**src/trr_pkg.sv**
```systemverilog
// ----------------------------------------------------------------------------
// trr_pkg: shared types and constants for the token round-robin router
// Sizes, action and register codes, cell and payload structs, state encoding.
// ----------------------------------------------------------------------------
`timescale 1ns / 1ps

package trr_pkg;

   localparam int RECEIVERS  = 8;
   localparam int TOKEN_BITS = 8;
   localparam int RANK_W     = $clog2(RECEIVERS);
   localparam int CNT_W      = $clog2(RECEIVERS + 1);
   localparam int SEQ_W      = 48;

   localparam logic [1:0] ACT_TOKEN = 2'd0;
   localparam logic [1:0] ACT_TURN  = 2'd1;
   localparam logic [1:0] ACT_ROUTE = 2'd2;

   localparam logic CSR_MIN_PART  = 1'b0;
   localparam logic CSR_RCV_COUNT = 1'b1;

   typedef struct packed {
      logic [TOKEN_BITS-1:0] count;
      logic                  member;
   } cell_type;

   typedef struct packed {
      logic [1:0]       action;
      logic [5:0]       token_rank;
      logic [SEQ_W-1:0] request_seq;
   } req_type;

   typedef struct packed {
      logic             entry_valid;
      logic [SEQ_W-1:0] entry_seq;
      logic [5:0]       dest_rank;
      logic             last_of_run;
      logic             table_done;
      logic             token_dropped;
   } rsp_type;

   typedef enum logic [2:0] {
      S_IDLE  = 3'b001,
      S_COUNT = 3'b010,
      S_WORK  = 3'b100
   } state_type;

   // true when fewer holders than the configured minimum (minimum floors at 1)
   function automatic logic below_min(input logic [CNT_W-1:0] holders,
                                      input logic signed [7:0] mp,
                                      input logic [6:0] rc);
      logic signed [8:0] m;
      logic signed [8:0] h;
      begin
         h = $signed(9'(holders));
         if (mp > 8'sd0) begin
            m = $signed({mp[7], mp});
         end else begin
            m = $signed({2'b00, rc}) + $signed({mp[7], mp});
         end
         below_min = (holders == '0) || (h < m);
      end
   endfunction

endpackage

```
**src/trr_cell.sv**
```systemverilog
// ----------------------------------------------------------------------------
// trr_cell: one receiver slot of the token ring
// Holds a saturating token count and a round-member bit; shifts to neighbor.
// ----------------------------------------------------------------------------
`timescale 1ns / 1ps

module trr_cell (
   input  logic              clock,
   input  logic              reset,
   input  logic              shift,
   input  logic              credit,
   input  trr_pkg::cell_type cell_in,
   output trr_pkg::cell_type cell_out,
   output logic              sat
);

   trr_pkg::cell_type cell_ff;
   trr_pkg::cell_type cell_in_nxt;

   assign sat = (cell_ff.count == '1);

   always_comb begin
      cell_in_nxt = cell_ff;
      if (shift) begin
         cell_in_nxt = cell_in;
      end else if (credit && !sat) begin
         cell_in_nxt.count = cell_ff.count + 1'b1;
      end
   end

   always_ff @(posedge clock) begin
      if (reset) begin
         cell_ff <= '0;
      end else begin
         cell_ff <= cell_in_nxt;
      end
   end

   assign cell_out = cell_ff;

endmodule

```
**src/token_round_robin_router_top.sv**
```systemverilog
// ----------------------------------------------------------------------------
// token_round_robin_router_top: credit-based round-robin router
// Token ring of receiver cells with a sequencer at the head position.
// ----------------------------------------------------------------------------
// Usage:
//   req_*  : valid/ready input; one transaction is a token credit, a table
//            turn or a route request.
//   rsp_*  : valid/ready results, one per cycle at most, through an output
//            register. A turn yields one per holder (one if short), else one.
//   csr_*  : write-only registers, min_participants (0), receiver_count (1).
// Sequencing: the receiver cells form a ring that rotates through the head
//   slot, one rank per cycle unless stalled, and comes back home.
//   Token credit / unused code: result written to the output register on accept.
//   Route from an open round, or turn/route short of holders: one rotation.
//   Turn, or route that forms a new round: a counting rotation, then a
//   working rotation.
//   One transaction is in work at a time; a new one is taken once the ring
//   is home and the output register is free.
// Stall: while the output register is full and rsp_ready is low, counting
//   pauses and the working rotation holds at the next slot that must emit.
// Reset: tokens and round cleared, next sequence 1, min_participants 0,
//   receiver_count 8; req_ready rises as soon as reset drops.
// ----------------------------------------------------------------------------
`timescale 1ns / 1ps

module token_round_robin_router_top (
   input  logic             clock,
   input  logic             reset,
   input  logic             req_valid,
   output logic             req_ready,
   input  trr_pkg::req_type req_payload,
   output logic             rsp_valid,
   input  logic             rsp_ready,
   output trr_pkg::rsp_type rsp_payload,
   input  logic             csr_we,
   input  logic             csr_index,
   input  logic [7:0]       csr_wdata
);

   localparam int R = trr_pkg::RECEIVERS;

   trr_pkg::cell_type cell_q [R];
   trr_pkg::cell_type cell_d [R];
   logic [R-1:0]      sat_vec;
   logic [R-1:0]      rank_hit;
   logic [R-1:0]      credit_vec;

   logic signed [7:0] min_part_ff;
   logic [6:0]        rcv_count_ff;

   trr_pkg::state_type           state_ff, state_in;
   logic [trr_pkg::RANK_W-1:0]   step_ff, step_in;
   logic                         turn_ff, turn_in;
   logic                         form_ff, form_in;
   logic                         pop_ff, pop_in;
   logic                         done_ff, done_in;
   logic [trr_pkg::CNT_W-1:0]    hold_ff, hold_in;
   logic [trr_pkg::CNT_W-1:0]    after_ff, after_in;
   logic [trr_pkg::CNT_W-1:0]    left_ff, left_in;
   logic [trr_pkg::CNT_W-1:0]    mcnt_ff, mcnt_in;
   logic [trr_pkg::SEQ_W-1:0]    seq_ff, seq_in;
   logic [trr_pkg::SEQ_W-1:0]    rseq_ff, rseq_in;
   logic                         rsp_valid_ff, rsp_valid_in;
   trr_pkg::rsp_type             rsp_ff, rsp_in;

   trr_pkg::cell_type            head, head_new;
   logic                         out_free, req_fire, last_step, head_busy;
   logic                         want, emit, shift, credit_go, tok_ok;
   trr_pkg::rsp_type             emit_data;
   logic [trr_pkg::CNT_W-1:0]    hold_fin, after_fin;

   // ---- ring of cells ----
   genvar i;
   generate
      for (i = 0; i < R; i++) begin : g_cell
         assign rank_hit[i]   = (req_payload.token_rank == 6'(i));
         assign credit_vec[i] = credit_go && rank_hit[i];
         if (i == R - 1) begin : g_tail
            assign cell_d[i] = head_new;
         end else begin : g_body
            assign cell_d[i] = cell_q[i+1];
         end
         trr_cell u_cell (
            .clock    (clock),
            .reset    (reset),
            .shift    (shift),
            .credit   (credit_vec[i]),
            .cell_in  (cell_d[i]),
            .cell_out (cell_q[i]),
            .sat      (sat_vec[i])
         );
      end
   endgenerate

   assign head      = cell_q[0];
   assign out_free  = !rsp_valid_ff || rsp_ready;
   assign req_ready = !reset && (state_ff == trr_pkg::S_IDLE) && out_free;
   assign req_fire  = req_valid && req_ready;
   assign last_step = (step_ff == trr_pkg::RANK_W'(R - 1));
   assign head_busy = (head.count != '0);
   assign hold_fin  = hold_ff + trr_pkg::CNT_W'(head_busy);
   assign after_fin = after_ff + trr_pkg::CNT_W'(head.count > trr_pkg::TOKEN_BITS'(1));
   assign tok_ok    = |(rank_hit & ~sat_vec);

   // ---- sequencer ----
   always_comb begin
      state_in  = state_ff;
      step_in   = step_ff;
      turn_in   = turn_ff;
      form_in   = form_ff;
      pop_in    = pop_ff;
      done_in   = done_ff;
      hold_in   = hold_ff;
      after_in  = after_ff;
      left_in   = left_ff;
      mcnt_in   = mcnt_ff;
      seq_in    = seq_ff;
      rseq_in   = rseq_ff;
      head_new  = head;
      want      = 1'b0;
      emit      = 1'b0;
      shift     = 1'b0;
      credit_go = 1'b0;
      emit_data = '0;

      unique case (state_ff)
         trr_pkg::S_IDLE: begin
            if (req_fire) begin
               unique case (req_payload.action)
                  trr_pkg::ACT_TOKEN: begin
                     credit_go               = 1'b1;
                     emit                    = 1'b1;
                     emit_data.last_of_run   = 1'b1;
                     emit_data.token_dropped = !tok_ok;
                  end
                  trr_pkg::ACT_TURN: begin
                     turn_in  = 1'b1;
                     hold_in  = '0;
                     after_in = '0;
                     state_in = trr_pkg::S_COUNT;
                  end
                  trr_pkg::ACT_ROUTE: begin
                     turn_in = 1'b0;
                     rseq_in = req_payload.request_seq;
                     if (mcnt_ff != '0) begin
                        form_in  = 1'b0;
                        pop_in   = 1'b1;
                        mcnt_in  = mcnt_ff - 1'b1;
                        state_in = trr_pkg::S_WORK;
                     end else begin
                        hold_in  = '0;
                        after_in = '0;
                        state_in = trr_pkg::S_COUNT;
                     end
                  end
                  default: begin
                     emit                  = 1'b1;
                     emit_data.last_of_run = 1'b1;
                  end
               endcase
            end
         end

         trr_pkg::S_COUNT: begin
            // counting rotation: head passes through unchanged
            if (out_free) begin
               shift    = 1'b1;
               step_in  = step_ff + 1'b1;
               hold_in  = hold_fin;
               after_in = after_fin;
               if (last_step) begin
                  step_in = '0;
                  if (trr_pkg::below_min(hold_fin, min_part_ff, rcv_count_ff)) begin
                     emit                  = 1'b1;
                     emit_data.last_of_run = 1'b1;
                     emit_data.table_done  = turn_ff;
                     state_in              = trr_pkg::S_IDLE;
                  end else begin
                     done_in  = trr_pkg::below_min(after_fin, min_part_ff, rcv_count_ff);
                     left_in  = hold_fin;
                     form_in  = 1'b1;
                     pop_in   = 1'b1;
                     state_in = trr_pkg::S_WORK;
                     if (!turn_ff) begin
                        mcnt_in = hold_fin - 1'b1;
                     end
                  end
               end
            end
         end

         trr_pkg::S_WORK: begin
            if (turn_ff) begin
               if (head_busy) begin
                  want           = 1'b1;
                  head_new.count = head.count - 1'b1;
               end
            end else if (form_ff) begin
               // new round: every holder pays a token, first one is popped
               if (head_busy) begin
                  head_new.count = head.count - 1'b1;
                  if (pop_ff) begin
                     want = 1'b1;
                  end else begin
                     head_new.member = 1'b1;
                  end
               end
            end else if (head.member && pop_ff) begin
               want            = 1'b1;
               head_new.member = 1'b0;
            end

            if (!want || out_free) begin
               shift   = 1'b1;
               step_in = step_ff + 1'b1;
               if (want) begin
                  emit                  = 1'b1;
                  emit_data.entry_valid = 1'b1;
                  emit_data.dest_rank   = 6'(step_ff);
                  if (turn_ff) begin
                     emit_data.entry_seq   = seq_ff;
                     emit_data.last_of_run = (left_ff == trr_pkg::CNT_W'(1));
                     emit_data.table_done  = done_ff;
                     seq_in                = seq_ff + 1'b1;
                     left_in               = left_ff - 1'b1;
                  end else begin
                     emit_data.entry_seq   = rseq_ff;
                     emit_data.last_of_run = 1'b1;
                     pop_in                = 1'b0;
                  end
               end
               if (last_step) begin
                  step_in  = '0;
                  state_in = trr_pkg::S_IDLE;
               end
            end
         end

         default: begin
            state_in = trr_pkg::S_IDLE;
         end
      endcase
   end

   // ---- output register ----
   always_comb begin
      rsp_in       = rsp_ff;
      rsp_valid_in = rsp_valid_ff;
      if (emit) begin
         rsp_in       = emit_data;
         rsp_valid_in = 1'b1;
      end else if (rsp_ready) begin
         rsp_valid_in = 1'b0;
      end
   end

   always_ff @(posedge clock) begin
      if (reset) begin
         state_ff     <= trr_pkg::S_IDLE;
         step_ff      <= '0;
         pop_ff       <= 1'b0;
         left_ff      <= '0;
         mcnt_ff      <= '0;
         seq_ff       <= trr_pkg::SEQ_W'(1);
         rsp_valid_ff <= 1'b0;
         min_part_ff  <= '0;
         rcv_count_ff <= 7'd8;
      end else begin
         state_ff     <= state_in;
         step_ff      <= step_in;
         pop_ff       <= pop_in;
         left_ff      <= left_in;
         mcnt_ff      <= mcnt_in;
         seq_ff       <= seq_in;
         rsp_valid_ff <= rsp_valid_in;
         if (csr_we) begin
            unique case (csr_index)
               trr_pkg::CSR_MIN_PART:  min_part_ff  <= $signed(csr_wdata);
               trr_pkg::CSR_RCV_COUNT: rcv_count_ff <= csr_wdata[6:0];
            endcase
         end
      end
   end

   always_ff @(posedge clock) begin
      turn_ff  <= turn_in;
      form_ff  <= form_in;
      done_ff  <= done_in;
      hold_ff  <= hold_in;
      after_ff <= after_in;
      rseq_ff  <= rseq_in;
      rsp_ff   <= rsp_in;
   end

   assign rsp_valid   = rsp_valid_ff;
   assign rsp_payload = rsp_ff;

   // ---- assertions ----
   // ring must be at home whenever a new transaction can start
   a_home_when_idle: assert property (@(posedge clock) disable iff (reset)
      (state_ff == trr_pkg::S_IDLE) |-> (step_ff == '0))
      else $error("ring not at home position while idle");

   // a transaction is only taken when its result has room
   a_accept_room: assert property (@(posedge clock) disable iff (reset)
      (req_valid && req_ready) |-> (!rsp_valid_ff || rsp_ready))
      else $error("transaction accepted with output register blocked");

   // a turn never emits more entries than holders counted
   a_turn_left: assert property (@(posedge clock) disable iff (reset)
      (state_ff == trr_pkg::S_WORK && turn_ff && head_busy) |-> (left_ff != '0))
      else $error("turn emitting beyond counted holders");

endmodule
```
**config.mk**
```make
export PLATFORM = sky130hd
export DESIGN_NAME = token_round_robin_router_top
export DESIGN_NICKNAME = d
export VERILOG_FILES = /design/src/trr_pkg.sv /design/src/trr_cell.sv /design/src/token_round_robin_router_top.sv
export SDC_FILE = /design/constraint.sdc
export NUM_CORES = 1
export LEC_CHECK = 0
export ABC_AREA = 1
export BUFFER_PORTS_ARGS = -buffer_cell sky130_fd_sc_hd__clkbuf_2
export CORE_MARGIN = 2
export CORE_UTILIZATION = 30
export CTS_CLUSTER_SIZE = 25
export DETAILED_ROUTE_END_ITERATION = 7
export GPL_ROUTABILITY_DRIVEN = 0
export PLACE_DENSITY = 0.45
export SYNTH_ARGS = -nofsm -noshare
export SYNTH_HDL_FRONTEND = slang
export SYNTH_SLANG_ARGS = --single-unit
export TNS_END_PERCENT = 5
```
**constraint.sdc**
```tcl
create_clock -name clock -period 4.73 [get_ports clock]
set_input_delay 0.946 -clock clock [delete_from_list [all_inputs] [get_ports clock]]
set_output_delay 0.946 -clock clock [all_outputs]
set_load 0.01 [all_outputs]
```
==> metrics, run 1 <==
fin crit period=between 3 and 4 ns; final critical-path share of the clock period=76.97%; post-synthesis sequential area ratio=between 40 and 50%; Core Area=around 45,000 µm²; Critical Path RT=4.93 ns; GRT Overall Usage=15.85%; Hold Buf Count CTS=0; Avg Inst Size Synth=8.133 µm²; VDD IR max=212.8 µV; post-detail-place hpwl=between 20,000 and 30,000 µm; worst path buffer plus inverter count=4; headroom to the max-slew limit=a little under a quarter; CTS tree=yes; WP data arrival=3.84 ns; share of cells above drive strength 1=between 10% and 20%; Crit. End Element=flop; final setup vio count=0; Crit path largest cell delay=0.35 ns; antenna-violating nets left=0; fin util=between 30% and 40%; DR WL/cell=around 15 µm; number of H-tree levels=2; Inserted Diodes=0; Fmax=~0.27 GHz; Syn. warnings=0; Hold Vio Cnt, Final=0; Syn Std Cell Area=between 10,000 and 15,000 µm²; Total Routed Length=36,880 µm; CTS buffer count=34; crit-path leading delay family=simple AND/OR/NAND/NOR gates; Synth Instances=around 1,700; # IOs=130; die area=between 40,000 and 50,000 µm²; pin slew with the least headroom to its limit=around 1.1 ns; initial core utilization=a little under a third; DRC=0; WS Path Type=flop to flop; # nets final=1,900; Std-Cell Rows=just under 80; initial antenna violation count=0; Slew Viols, Final=0; RSZ-0062 raised after global routing=false; vias in the first global route=11,440; FF-to-FF setup slack=approximately 1.1 ns; die width=217.0 µm; vias per cell=approximately 4.7; worst skew pair latency=between 0.5 and 0.6 ns; first-pass GRT wire length=60,020 µm; Chip Height=217.0 µm; clk root buf=clkbuf_16; count of port buffers added during placement=between 100 and 150; initial drt markers=around 600; Pleak=about 0.0058 µW; PD cells=408.8 nW/µm²; largest net degree at the start of global routing=a little over 60; Netlist cell types=54; crit-path max FO=55; worst clock skew=0.01681 ns; post-cts resize count=0; Remaining Overflow, GRT=0; Pwr Total=6518 µW; CP Launch Type=flop; worst path cell trace=inv_1 > ha_1 > nand2_1 > nor2_1 > inv_1 > ha_1 > ha_1 > xnor2_1 > inv_1 > ha_1 > nand3_1 > nand2_1 > nand2_1 > o21ai_1 > nand2_1 > nand2_1 > nand2_1 > nand4_1 > nand2_2 > buf_12; CP dominant cell by count=nand2_1; CTS sink cnt=between 200 and 300; #FFs+latches synth=265; Syn-to-layout area delta=17.16%; Max-Cap Viols=0; Worst path slowest cell=dfxtp_1; Setup Buffers After CTS=0; HP Class=flop to flop; detailed-route via count=around 11,000; Clock Path Buffers=3; clk slew on worst S/H paths=roughly 0.060 ns; DRT Pass-1 Iters=4; status=finished, final reports clean; setup tns final=0 ns
-- per-stage QoR --
step                      hold WS, ns  area (µm²)  setup slack, ns  cells
after detailed placement       0.4602       14840            1.094   2357
after floorplan                0.4310       13610           0.6421   1675
after global routing           0.5104       15940           0.7499   2418
after global placement         0.4592       14840            1.189   2357
final                          0.4592       15940            1.089   2418
after CTS                      0.4671       15940            1.079   2418
-- per-layer routing --
layer / GRT usage [%] / share of wire, % / routed length, µm
met5: 0 / 0 / 0
met4: 5.365 / 2.4 / 881
met3: 2.991 / 4.7 / 1719
met2: 26.23 / 46 / 17030
met1: 20.75 / 47 / 17250
-- registers in the layout, summed over array words and instances (netlist names) --
register,count
rsp_payload,55
step_ff,3
rcv_count_ff,7
turn_ff,1
done_ff,1
left_ff,4
mcnt_ff,4
g_cell.u_cell.cell_out,72
pop_ff,1
min_part_ff,8
after_ff,4
hold_ff,4
rseq_ff,48
state_ff,3
rsp_valid,1
seq_ff,48
form_ff,1
-- where the power goes --
group | switching, µW | total [µW] | internal [µW]
sequential | 125 | 2740 | 2610
clock | 1010 | 2590 | 1580
combinational | 791 | 1190 | 401
-- logic make-up after synthesis --
family	synth area share [%]
XOR/XNOR	4.763
AO/OA/AOI/OAI	12.50
adder cells (fa/ha/maj)	3.457
AND/OR/NAND/NOR	24.87
other	0.02756
buffers and inverters	7.007
flip-flops	47.37
-- cell usage in the layout (no fill, tap or decap), types with 13 or more instances in the layout --
cell type	netlist	layout
nand3_1	62	62
nand2_1	358	356
a31oi_1	19	19
a21oi_1	136	136
clkbuf_16	0	35
o21ai_0	59	59
edfxtp_1	114	114
inv_1	162	161
dfxtp_1	151	151
nor4_1	16	16
a211oi_1	17	17
xnor2_1	32	32
clkbuf_2	0	125
xor2_1	42	42
nor3_1	45	45
inv_2	18	18
o22ai_1	16	16
ha_1	36	36
nor2_2	14	14
nand4_1	32	32
o21ai_1	13	13
nor2_1	207	206
-- cell usage after synthesis (all sizes together) --
cell type | count | area, µm²
nor4 | 16 | 100.1
a221oi | 12 | 136.4
o31ai | 1 | 7.510
clkbuf | 40 | 150.1
nand3 | 64 | 330.3
and2 | 2 | 13.77
a211oi | 21 | 177.7
nand2 | 364 | 1400
o32a | 1 | 10.01
ha | 36 | 450.4
o21bai | 3 | 22.52
nand4 | 33 | 212.7
or2 | 1 | 6.260
edfxtp | 114 | 3423
o21a | 3 | 22.52
a21oi | 136 | 680.7
inv | 181 | 681.9
a31oi | 19 | 118.9
conb | 1 | 3.750
o211ai | 5 | 37.54
buf | 15 | 112.6
xnor2 | 32 | 280.3
dfxtp | 151 | 3023
o41ai | 2 | 17.52
nor3b | 3 | 27.52
and3 | 2 | 12.51
xor2 | 42 | 367.9
nor3 | 51 | 297.8
o22ai | 16 | 100.1
clkinv | 2 | 8.750
fa | 1 | 20.02
o21ai | 73 | 369.1
nor2 | 230 | 983.5
-- path summary, 6_finish.rpt --
check                               start  cells past startpoint                            to
min reg2reg  g_cell[7].u_cell.cell_out[0]                      2  g_cell[6].u_cell.cell_out[0]
min          g_cell[7].u_cell.cell_out[0]                      2  g_cell[6].u_cell.cell_out[0]
max reg2reg  g_cell[0].u_cell.cell_out[1]                     20               rsp_payload[46]
max          g_cell[0].u_cell.cell_out[1]                     20               rsp_payload[46]
-- worst min-delay path: stages (launching register included) --
cell     delay, ns
dfxtp_1       0.29
inv_1         0.06
a21oi_1       0.06
-- cell type report --
class	instances	area (µm²)
sequential	265	6446
fill	4785	29150
clock inverter	12	132.6
multi-input combinational	1172	6227
inverter	183	690.7
clock buffer	49	968.4
timing repair buffer	137	725.7
tap	600	750.7
Note: power is estimated with default switching activity, not from simulation.
==> inputs of run 2 (changes only) <==
Settings changed: PLACE_DENSITY 0.45 to 0.47.
Clock period 4.73 ns to 3.2 ns, I/O delays scaled along.
==> run 2 against run 1 <==
Against the previous run:
- final cell count is 1.4% higher
- final area is 3.4% higher
- largest power group is now clock
- worst setup slack worse by 0.94 ns
- fmax is 19% higher
- non-clock buffer count is 32 higher
- core utilization is 1.2 points higher
- die area stayed put
- combinational power is 66% higher
- global-route usage hardly changed
- via count is 2.1% higher
- register-to-register slack worse by 0.94 ns
==> metrics, run 2 (synthesis gave the netlist of run 1 again) <==
status=finished, final reports clean; WP data arrival=3.36 ns; count of port buffers added during placement=~130; DRT Pass-1 Iters=5; CTS buffer count=34; Crit. End Element=flop; VDD IR max=roughly 340 µV; fin crit period=roughly 3.1 ns; CTS sink cnt=around 270; PD cells=approximately 620 nW/µm²; initial antenna violation count=0; Pleak=0.006024 µW; Clock Path Buffers=3; largest net degree at the start of global routing=~90; Worst R2R Start=g_cell[0].u_cell.cell_out[2]; FF-to-FF setup slack=approximately 0.15 ns; GRT Overall Usage=15.83%; # nets final=about 1,900; Hold Buf Count CTS=0; Total Routed Length=37,280 µm; setup tns final=0 ns; multi-input combinational cell area=around 6300 µm²; vias per cell=around 4.7; Slew Viols, Final=0; DR WL/cell=between 15 and 20 µm; Sequential Power Share=between 30% and 40%; die width=around 220 µm; crit-path max FO=7; commonest cells after routing, fill and taps aside=nand2_1, nor2_1, inv_1, dfxtp_1, a21oi_1; Core Area=~45,000 µm²; worst clock skew=between 0.015 and 0.02 ns; Clk pwr share=41.2%; share of cells above drive strength 1=17.28%; final setup vio count=0; initial drt markers=601; Worst Setup EP=rsp_payload[46]; number of H-tree levels=2; Pwr Total=10,220 µW; max reg flops=between 70 and 80; FILL cells=between 4,000 and 5,000; # IOs=between 100 and 150; worst skew pair latency=approximately 0.55 ns; CTS tree=yes; WS Path Type=flop to flop; initial core utilization=a little under a third; HP Class=input pin to flop; Net Switching=roughly 3000 µW; Int Pwr=about 7200 µW; vias in the first global route=11,440; Hold Vio Cnt, Final=0; Reg2Reg Depth=21; first-pass GRT wire length=around 60,000 µm; Inserted Diodes=0; pin slew with the least headroom to its limit=between 1 and 1.5 ns; FF/Latch Area=~6400 µm²; die area=roughly 47,000 µm²; Max-Cap Viols=0; clk root buf=clkbuf_16; final critical-path share of the clock period=a little over nine tenths; Remaining Overflow, GRT=0; Critical Path RT=roughly 3.5 ns; Syn-to-layout area delta=21.09%; sw frac=29.27%; headroom to the max-slew limit=between 20 and 25%; fin worst setup slack=between 0.1 and 0.15 ns; clk slew on worst S/H paths=~0.06 ns; Chip Height=about 220 µm; DRC=0; Comb power frac=between 10% and 20%; most common cell after layout, fill and taps aside=nand2_1; Std-Cell Rows=78; CP Launch Type=flop; reg2reg end=rsp_payload[46]; pre-CTS setup slack=-0.007201 ns; antenna-violating nets left=0; Fmax=0.3277 GHz; Critical Path Start=g_cell[0].u_cell.cell_out[2]; detailed-route via count=around 12,000; post-detail-place hpwl=26,370 µm
## run 2: worst max-delay path, cell delays in order (launching register included)
cell,delay [ns]
dfxtp_1,0.30
inv_1,0.07
ha_2,0.18
nand2_1,0.06
nor2_2,0.12
inv_2,0.06
ha_2,0.18
ha_2,0.18
xnor2_2,0.18
inv_2,0.07
ha_4,0.27
nand2_1,0.06
inv_1,0.05
nand4_1,0.11
o21ai_1,0.14
nand2_1,0.08
nand2_2,0.07
nand2_1,0.08
nand4_1,0.09
buf_6,0.16
nand2_8,0.12
clkbuf_16,0.20
## run 2: worst min path at each step
stage,startpoint,endpoint,depth (start not counted)
after floorplan,g_cell[7].u_cell.cell_out[0],g_cell[6].u_cell.cell_out[0],2
after global placement,g_cell[7].u_cell.cell_out[0],g_cell[6].u_cell.cell_out[0],2
after detailed placement,g_cell[7].u_cell.cell_out[0],g_cell[6].u_cell.cell_out[0],2
after CTS,req_payload[29],rseq_ff[29],1
after global routing,req_payload[29],rseq_ff[29],1
final,req_payload[32],rseq_ff[32],1
## run 2: stage by stage
step	instance area, µm²	std cells	hold WS (ns)	utilization, %
finish	16480	2452	0.2683	36.54
global route	16480	2452	0.2488	36.54
CTS	16370	2450	0.2395	36.30
detailed placement	15110	2386	0.4513	33.51
global placement	15110	2386	0.4557	33.51
floorplan	13640	1675	0.4310	-
## run 2: layout make-up
| class | count | area share [%] |
|---|---|---|
| sequential | 265 | 39.12 |
| multi-input combinational | 1173 | 38.36 |
| timing repair buffer | 169 | 6.250 |
| clock buffer | 43 | 5.870 |
| tap | 600 | 4.556 |
| inverter | 183 | 4.192 |
| clock inverter | 19 | 1.655 |
## run 2: power groups by stage
stage / clock network [µW] / logic [µW] / registers, µW
2_1_floorplan: 0 / 1280 / 4100
3_3_place_gp: 0 / 1880 / 4110
3_5_place_dp: 0 / 1890 / 4110
4_1_cts: 4340 / 1910 / 4040
5_1_grt: 4450 / 2240 / 4080
6_report: 4210 / 1970 / 4040
## run 2: what timing repair did
| item | in CTS | in global routing |
|---|---|---|
| buffers inserted | 1 | 0 |
| pin swaps | 1 | 5 |
| endpoints found under the setup margin | 33 | 68 |
| gates cloned | 1 | 2 |
| resized for setup | 0 | 23 |
## run 2: layer usage
metal / up-vias / GRT usage [%] / wire [µm] / part of all wire (%)
li1: 5936 / - / - / -
met1: 5412 / 21.41 / 18010 / 48
met2: 229 / 25.74 / 16740 / 45
met3: 48 / 2.544 / 1699 / 4.6
met4: 0 / 5.274 / 822 / 2.2
met5: - / 0 / 0 / 0
